File: src/rtl/core/assert_macros.svh
// assertion helpers, sampled on clk and disabled while rst_n is low
`ifndef ASSERT_MACROS_SVH
`define ASSERT_MACROS_SVH

// condition holds at every edge
`define ASSERT_ALWAYS(lbl, expr, msg) \
  lbl: assert property (@(posedge clk) disable iff (!rst_n) (expr)) else $error(msg);

// condition in the same cycle
`define ASSERT_IMPLIES(lbl, ante, cons, msg) \
  lbl: assert property (@(posedge clk) disable iff (!rst_n) (ante) |-> (cons)) else $error(msg);

// condition in the next cycle
`define ASSERT_NEXT(lbl, ante, cons, msg) \
  lbl: assert property (@(posedge clk) disable iff (!rst_n) (ante) |=> (cons)) else $error(msg);

`endif

File: src/rtl/core/plist_pkg.sv
package plist_pkg;

  localparam int DEFAULT_CAPACITY = 128;

  // request kinds
  localparam logic [2:0] OP_READ   = 3'd0;
  localparam logic [2:0] OP_FIND   = 3'd1;
  localparam logic [2:0] OP_INSERT = 3'd2;
  localparam logic [2:0] OP_DELETE = 3'd3;
  localparam logic [2:0] OP_CLEAR  = 3'd4;

  // result status codes
  localparam logic [1:0] ST_OK        = 2'd0;
  localparam logic [1:0] ST_BAD_POS   = 2'd1;
  localparam logic [1:0] ST_FULL      = 2'd2;
  localparam logic [1:0] ST_NOT_FOUND = 2'd3;

  typedef enum logic [1:0] {
    CELL_HOLD,
    CELL_ROT,
    CELL_INS,
    CELL_DEL
  } cell_mode_t;

  // broadcast to every cell of the chain
  typedef struct packed {
    cell_mode_t  mode;
    logic [7:0]  pos_m1;
    logic [7:0]  val;
  } cell_ctl_t;

  typedef struct packed {
    logic [1:0] status;
    logic [7:0] read_value;
    logic [7:0] found_position;
    logic [7:0] list_length;
    logic       is_empty;
  } result_t;

endpackage

File: src/rtl/core/positional_list_engine.sv
// positional list engine: an ordered list of bytes kept in a chain of cells
// input channel (in_*): one request per accepted beat, op, position, value
// output channel (out_*): exactly one result per request, in request order
// insert, delete, clear, a read at a bad position and unused op codes: a legal
//   insert or delete shifts the cells in parallel in the accept cycle, the result
//   is valid the cycle after accept, and with out_tready high they go at one per cycle
// read at a legal position and find: the chain rotates once around its
//   CAPACITY cells while the head cell is inspected, then the result is loaded
//   into the output register; the next request is taken only after that load
// the result waits in an output register; a short request is taken while
//   it drains, a legal read or a find is taken even while it is still held
// reset clears the element count, so the list starts empty; cell contents
//   need no reset since only cells below the count are ever looked at
// a stalled receiver holds the result stable and backs up the input side
module positional_list_engine
  import plist_pkg::*;
#(
  parameter int CAPACITY = DEFAULT_CAPACITY
) (
  input  logic        clk,
  input  logic        rst_n,
  input  logic        in_tvalid,
  output logic        in_tready,
  input  logic [23:0] in_tdata,   // op[2:0], position[10:3], value[18:11], zero pad
  output logic        out_tvalid,
  input  logic        out_tready,
  output logic [31:0] out_tdata   // status[1:0], read_value[9:2], found_position[17:10],
                                  // list_length[25:18], is_empty[26], zero pad
);

  cell_ctl_t  ctl;
  result_t    result;
  logic [7:0] cell_q [CAPACITY];

  // request fields
  logic [2:0] req_op;
  logic [7:0] req_pos;
  logic [7:0] req_val;

  assign req_op  = in_tdata[2:0];
  assign req_pos = in_tdata[10:3];
  assign req_val = in_tdata[18:11];

  // sequencer: holds the count, runs the scan, owns the result register
  plist_ctrl #(
    .CAPACITY (CAPACITY)
  ) u_ctrl (
    .clk       (clk),
    .rst_n     (rst_n),
    .in_valid  (in_tvalid),
    .in_ready  (in_tready),
    .op        (req_op),
    .pos       (req_pos),
    .val       (req_val),
    .head_data (cell_q[0]),
    .ctl       (ctl),
    .out_valid (out_tvalid),
    .out_ready (out_tready),
    .result    (result)
  );

  // chain of cells: each takes from its left neighbor on insert and from
  // its right neighbor on delete and rotate; the last wraps to the head
  for (genvar i = 0; i < CAPACITY; i++) begin : g_cell
    plist_cell #(
      .INDEX (i)
    ) u_cell (
      .clk     (clk),
      .ctl     (ctl),
      .left_i  (cell_q[(i == 0) ? 0 : i - 1]),
      .right_i (cell_q[(i + 1) % CAPACITY]),
      .data_o  (cell_q[i])
    );
  end

  // result packing, lowest field first
  assign out_tdata = {5'd0, result.is_empty, result.list_length,
                      result.found_position, result.read_value, result.status};

endmodule

File: src/rtl/core/plist_cell.sv
module plist_cell
  import plist_pkg::*;
#(
  parameter int INDEX = 0
) (
  input  logic       clk,
  input  cell_ctl_t  ctl,
  input  logic [7:0] left_i,
  input  logic [7:0] right_i,
  output logic [7:0] data_o
);

  localparam int IW   = (INDEX > 0) ? $clog2(INDEX + 1) : 1;
  localparam int CMPW = (IW > 8) ? IW : 8;
  localparam logic [CMPW-1:0] MY_IDX = CMPW'(INDEX);

  logic [7:0]      data_r;
  logic [7:0]      data_nxt;
  logic [CMPW-1:0] pos_w;

  assign pos_w = CMPW'(ctl.pos_m1);

  always_comb begin
    unique case (ctl.mode)
      CELL_HOLD: data_nxt = data_r;
      CELL_ROT:  data_nxt = right_i;
      CELL_INS: begin
        if (MY_IDX > pos_w) begin
          data_nxt = left_i;
        end else if (MY_IDX == pos_w) begin
          data_nxt = ctl.val;
        end else begin
          data_nxt = data_r;
        end
      end
      CELL_DEL:  data_nxt = (MY_IDX >= pos_w) ? right_i : data_r;
      default:   data_nxt = data_r;
    endcase
  end

  always_ff @(posedge clk) begin
    data_r <= data_nxt;
  end

  assign data_o = data_r;

endmodule

File: src/rtl/core/plist_ctrl.sv
`include "assert_macros.svh"

module plist_ctrl
  import plist_pkg::*;
#(
  parameter int CAPACITY = DEFAULT_CAPACITY
) (
  input  logic       clk,
  input  logic       rst_n,
  input  logic       in_valid,
  output logic       in_ready,
  input  logic [2:0] op,
  input  logic [7:0] pos,
  input  logic [7:0] val,
  input  logic [7:0] head_data,
  output cell_ctl_t  ctl,
  output logic       out_valid,
  input  logic       out_ready,
  output result_t    result
);

  localparam int CW = $clog2(CAPACITY + 1);
  localparam int IW = (CAPACITY > 1) ? $clog2(CAPACITY) : 1;
  localparam int WW = ((CW > 8) ? CW : 8) + 1;
  localparam int KW = (IW > 8) ? IW : 8;

  typedef enum logic [1:0] {
    ST_IDLE,
    ST_SCAN,
    ST_DONE
  } state_t;

  state_t      state_r;
  logic [CW-1:0] count_r;
  logic [CW-1:0] count_nxt;
  logic [IW-1:0] k_r;
  logic        is_find_r;
  logic [7:0]  pos_m1_r;
  logic [7:0]  val_r;
  logic        found_r;
  logic [7:0]  rd_r;
  logic [7:0]  fpos_r;
  logic        out_valid_r;
  result_t     result_r;

  logic [WW-1:0] pos_w;
  logic [WW-1:0] cnt_w;
  logic        read_ok;
  logic        ins_pos_ok;
  logic        full;
  logic        is_scan;
  logic        out_free;
  logic        acc;
  logic [1:0]  status_nxt;
  logic        in_list;
  logic        out_load;

  assign pos_w      = WW'(pos);
  assign cnt_w      = WW'(count_r);
  assign read_ok    = (pos != 8'd0) && (pos_w <= cnt_w);
  assign ins_pos_ok = (pos != 8'd0) && (pos_w <= cnt_w + WW'(1));
  assign full       = (count_r == CW'(CAPACITY));
  assign is_scan    = (op == OP_FIND) || ((op == OP_READ) && read_ok);
  assign out_free   = !out_valid_r || out_ready;
  assign in_ready   = (state_r == ST_IDLE) && (out_free || is_scan);
  assign acc        = in_valid && in_ready;
  assign in_list    = CW'(k_r) < count_r;
  // a new result enters the output register this cycle
  assign out_load   = ((state_r == ST_IDLE) && acc && !is_scan) ||
                      ((state_r == ST_DONE) && out_free);

  // cell broadcast
  always_comb begin
    ctl.pos_m1 = pos - 8'd1;
    ctl.val    = val;
    ctl.mode   = CELL_HOLD;
    if (state_r == ST_SCAN) begin
      ctl.mode = CELL_ROT;
    end else if (acc && (op == OP_INSERT) && ins_pos_ok && !full) begin
      ctl.mode = CELL_INS;
    end else if (acc && (op == OP_DELETE) && read_ok) begin
      ctl.mode = CELL_DEL;
    end
  end

  // result of the short requests
  always_comb begin
    count_nxt  = count_r;
    status_nxt = ST_OK;
    unique case (op)
      OP_READ: begin
        if (!read_ok) status_nxt = ST_BAD_POS;
      end
      OP_INSERT: begin
        if (!ins_pos_ok) begin
          status_nxt = ST_BAD_POS;
        end else if (full) begin
          status_nxt = ST_FULL;
        end else begin
          count_nxt = count_r + CW'(1);
        end
      end
      OP_DELETE: begin
        if (!read_ok) begin
          status_nxt = ST_BAD_POS;
        end else begin
          count_nxt = count_r - CW'(1);
        end
      end
      OP_CLEAR: count_nxt = '0;
      default: ;
    endcase
  end

  always_ff @(posedge clk) begin
    if (!rst_n) begin
      state_r     <= ST_IDLE;
      count_r     <= '0;
      out_valid_r <= 1'b0;
      k_r         <= '0;
    end else begin
      if (out_load) begin
        out_valid_r <= 1'b1;
      end else if (out_ready) begin
        out_valid_r <= 1'b0;
      end
      unique case (state_r)
        ST_IDLE: begin
          if (acc) begin
            if (is_scan) begin
              state_r   <= ST_SCAN;
              k_r       <= '0;
              is_find_r <= (op == OP_FIND);
              pos_m1_r  <= pos - 8'd1;
              val_r     <= val;
              found_r   <= 1'b0;
              rd_r      <= 8'd0;
              fpos_r    <= 8'd0;
            end else begin
              count_r                 <= count_nxt;
              result_r.status         <= status_nxt;
              result_r.read_value     <= 8'd0;
              result_r.found_position <= 8'd0;
              result_r.list_length    <= 8'(count_nxt);
              result_r.is_empty       <= (count_nxt == '0);
            end
          end
        end
        ST_SCAN: begin
          // the element at list index k sits in the head cell this cycle
          if (in_list) begin
            if (!is_find_r && (KW'(k_r) == KW'(pos_m1_r))) begin
              rd_r <= head_data;
            end
            if (is_find_r && !found_r && (head_data == val_r)) begin
              found_r <= 1'b1;
              fpos_r  <= 8'(k_r) + 8'd1;
            end
          end
          if (k_r == IW'(CAPACITY - 1)) begin
            state_r <= ST_DONE;
          end else begin
            k_r <= k_r + IW'(1);
          end
        end
        ST_DONE: begin
          if (out_free) begin
            state_r                 <= ST_IDLE;
            result_r.status         <= (is_find_r && !found_r) ? ST_NOT_FOUND : ST_OK;
            result_r.read_value     <= rd_r;
            result_r.found_position <= fpos_r;
            result_r.list_length    <= 8'(count_r);
            result_r.is_empty       <= (count_r == '0);
          end
        end
        default: state_r <= ST_IDLE;
      endcase
    end
  end

  assign out_valid = out_valid_r;
  assign result    = result_r;

  `ASSERT_ALWAYS(a_count_range, count_r <= CW'(CAPACITY), "element count above capacity")
  `ASSERT_IMPLIES(a_busy_no_accept, state_r != ST_IDLE, !in_ready, "request taken while busy")
  `ASSERT_IMPLIES(a_scan_rotates, state_r == ST_SCAN, ctl.mode == CELL_ROT, "chain not rotating in scan")
  `ASSERT_NEXT(a_insert_grows, acc && (ctl.mode == CELL_INS),
               count_r == $past(count_r) + CW'(1), "insert did not grow the list")

endmodule
File: config.mk
export PLATFORM = sky130hd
export DESIGN_NAME = positional_list_engine
export DESIGN_NICKNAME = d
export VERILOG_FILES = /design/src/rtl/core/plist_pkg.sv /design/src/rtl/core/positional_list_engine.sv /design/src/rtl/core/plist_cell.sv /design/src/rtl/core/plist_ctrl.sv
export VERILOG_INCLUDE_DIRS = /design/src /design/src/rtl/core
export SDC_FILE = /design/constraint.sdc
export NUM_CORES = 2
export LEC_CHECK = 0
export BUFFER_PORTS_ARGS = -buffer_cell sky130_fd_sc_hd__buf_4
export CAP_MARGIN = 20
export CORE_ASPECT_RATIO = 0.7
export CORE_MARGIN = 2
export CORE_UTILIZATION = 59
export CTS_BUF_LIST = sky130_fd_sc_hd__clkbuf_8
export DETAILED_ROUTE_END_ITERATION = 10
export PLACE_DENSITY = 0.74
export SETUP_SLACK_MARGIN = 0.15
export SYNTH_ARGS = -nofsm -noshare
export SYNTH_HDL_FRONTEND = slang
export SYNTH_SLANG_ARGS = --single-unit
File: constraint.sdc
create_clock -name clk -period 6.9 [get_ports clk]
set_input_delay 0.345 -clock clk [delete_from_list [all_inputs] [get_ports clk]]
set_output_delay 0.345 -clock clk [all_outputs]
set_load 0.03 [all_outputs]
==> reports/results.txt <==
Die Wd: 381.7 um
Initial antenna violation count: 6
Detail Route Antenna Nets: 0
Die Y: 268.4 um
Asr flop ratio synth: 0%
Post-DP HPWL: 108,200 um
Clock Sinks: 1,103
Vias per cell: 6.407
Sequential area share after synthesis: 55.92%
VDD IR max: 0.1622 mV
Arrival time worst endpoint: 6.68 ns
RSZ-0062 raised after global routing: no
Slowest CP cell: o21ai_0
Synth warn: 0
Final number of setup-violating endpoints: 0
Critical Path Sink Type: register
# nets final: 5,529
Clk_lat worst skew: 0.90 ns
Setup CP Type: reg2reg
CTS tree: yes
Crit path cell chain: ha_1, nand2_1, or2_1, xnor2_1, ha_1, a21oi_1, nor2_1, a2111oi_0, o21ai_1, nand3b_1, a221o_4, or2_2, o21ai_0, buf_4
Starting Density: 59.81%
Fin. Hold Viols: 0
Drt total wl: 162,900 um
Routed len/inst: 23.55 um
Worst EP required: 7.51 ns
DRC Markers: 0
Commonest register cell after synthesis: edfxtp_1
Die area: 102,400 um^2
Worst Max-Slew Pin Slew: 1.196 ns
Pleak: 26.64 nW
Startpoint types: register
Power per cell area: 228.9 nW/um^2
Post-synthesis cell type count: 76
Max_cap viols: 0
Fillers: 7,651
Site Rows: 96
CTS Buf Count: 167
Type of the worst min-delay path: in2reg
Global placement routability congestion: 0.9849
I/O Buffers: 51
Max stage delay on crit path: 0.77 ns
First-pass GRT wire length: 250,700 um
Synth Cell Area: 58,910 um^2
Most instantiated cells after synthesis: 1,150 x o21ai_0, 1,093 x nand2_1, 1,085 x edfxtp_1, 1,022 x mux2i_1, 369 x clkbuf_1
Status: finished clean
Clock buffer depth: 3
Post-Place Worst Slack: 1.112 ns
IO Count: 62
Post-layout util: 65.23%
Count leader, synth: o21ai_0
Number of synthesized flops with an enable pin: 1,085
Largest net degree at the start of global routing: 225
Top cell type's share of synthesized area: 55.31%
Relative max-transition margin: 20.25%
Number of global-route vias before repair: 42.61k
Tcrit/Tclk final: 87.93%
Synthesis-to-layout area growth: 9.061%
Vias post-DR: 44.33k
Final Cell Area: 64,250 um^2
H-tree levels: 4
Post-synthesis register bit count: 1,103
Setup_tns: 0 ns
Yosys top cell by area: edfxtp_1
Mapped Cells: 5,471
Root Buffer: clkbuf_8
Clk_skew: 0.05457 ns
Final WS setup: 0.8329 ns
DR iter-0 viols: 5,835
Worst-path fanout max: 48
Drt pass-1 iters: 6
Fmax: 164.8 MHz
Layout cells sized above 1: 10.32%
Synth top area cells: edfxtp_1 55%, mux2i_1 17%, o21ai_0 9.8%, nand2_1 7.0%, clkbuf_1 2.4%
Final worst path period need: 6.067 ns
GRT Util Overall: 31.33%
Post-CTS sizing: 0
Core Area: 98,490 um^2
Syn avg cell area: 10.77 um^2
Congestion Overflow GR: 0
Placed Area: 60,900 um^2
Worst-path clk slew: 0.08 ns
Worst path most repeated cell: ha_1
Fin. max-slew vios: 0
[worst max-delay path, delay by kind of cell, from the launching register on]
family | cells | cell delay, ns
AOI/OAI and AO/OA | 5 | 2.65
xor gates and xnor gates | 1 | 0.16
adders and majority gates | 2 | 0.67
buffers and inverters | 1 | 0.33
DFF | 1 | 0.54
and+or+nand+nor | 5 | 1.40
[power breakdown]
part / leakage, nW / total, W / internal (W) / switching, W
Combinational: 14.8 / 0.00180 / 0.000618 / 0.00118
Clock: 1.76 / 0.00513 / 0.00244 / 0.00270
Sequential: 10.1 / 0.00777 / 0.00764 / 0.000129
Total: 26.6 / 0.0147 / 0.0107 / 0.00401
[registers in the layout (all words and copies together), names as in the netlist]
signal / count
u_ctrl.rd_r: 8
u_ctrl.pos_m1_r: 8
u_ctrl.state_r: 2
u_ctrl.k_r: 7
g_cell.u_cell.data_o: 1024
u_ctrl.is_find_r: 1
u_ctrl.out_valid: 1
u_ctrl.val_r: 8
u_ctrl.result: 27
u_ctrl.found_r: 1
u_ctrl.count_r: 8
u_ctrl.fpos_r: 8
[through the flow]
step / hold slack [ns] / std cells / power (W)
2_1_floorplan: 0.4439 / 5475 / 0.009041
6_report: 0.09552 / 6918 / 0.01471
3_3_place_gp: 0.5029 / 6576 / 0.009593
4_1_cts: 0.005420 / 6882 / 0.01470
5_1_grt: 0.1307 / 6916 / 0.01517
3_5_place_dp: 0.5065 / 6581 / 0.009640
[kinds of logic (layout without fill, tap and decap cells)]
| group | after synthesis | after routing | synth area share (%) |
|---|---|---|---|
| buffers and inverters | 515 | 632 | 3.490 |
| other | 1 | 8 | 0.006366 |
| flip-flops | 1103 | 1103 | 55.92 |
| multiplexers | 1031 | 1031 | 17.54 |
| adder cells (fa/ha/maj) | 30 | 30 | 0.6372 |
| AO/OA/AOI/OAI | 1403 | 1403 | 12.62 |
| XOR/XNOR | 30 | 30 | 0.4461 |
| AND/OR/NAND/NOR | 1358 | 1358 | 9.341 |
[placed cells by master, fill, tap and decap left out, types with 12 or more instances in the layout]
cell,n
o21ai_0,1145
nand2_1,1093
edfxtp_1,1085
mux2i_1,1022
buf_4,259
clkbuf_8,168
nor2_1,109
a21oi_1,98
inv_1,87
and2_1,35
clkinv_1,31
o21ai_1,30
ha_1,30
nand3_1,21
dfxtp_1,18
nor3_1,17
buf_2,15
a31oi_1,14
a21oi_2,14
xor2_1,14
xnor2_1,13
nor2b_1,13
o21bai_1,12
buf_12,12
[layer usage]
metal | up-vias | share of wire, % | GRT usage, %
met5 | - | 0.021 | 0
met4 | 4 | 2.6 | 10.27
met3 | 289 | 12 | 7.816
met2 | 2315 | 41 | 42.89
met1 | 21810 | 45 | 48.42
li1 | 19910 | - | -
[path summary, 6_finish.rpt]
| check | cells after the start | from | to | slack (ns) |
|---|---|---|---|---|
| worst min register to register | 1 | u_ctrl.fpos_r[7] | u_ctrl.result[16] | 0.50 |
| worst max register to register | 14 | u_ctrl.count_r[0] | g_cell[0].u_cell.data_o[1] | 0.83 |
| worst max-delay path | 14 | u_ctrl.count_r[0] | g_cell[0].u_cell.data_o[1] | 0.83 |
| worst min-delay path | 3 | in_tdata[12] | g_cell[5].u_cell.data_o[1] | 0.1 |
[what timing repair did]
action                                 4_1_cts  5_1_grt
buffers inserted                             0        0
endpoints found under the hold margin       14        0
hold buffers                                11        0
[final cells by class]
type                       count  area (um^2)  share of cell area (%)
antenna                        3        7.507                 0.01169
clock buffer                 168         2312                   3.599
clock inverter               122        691.9                   1.077
inverter                      29        108.9                  0.1694
multi-input combinational   3857        24000                   37.36
sequential                  1103        32940                   51.27
tap                         1323         1655                   2.577
timing repair buffer         313         2524                   3.928
Power figures use the tool's default switching activity.
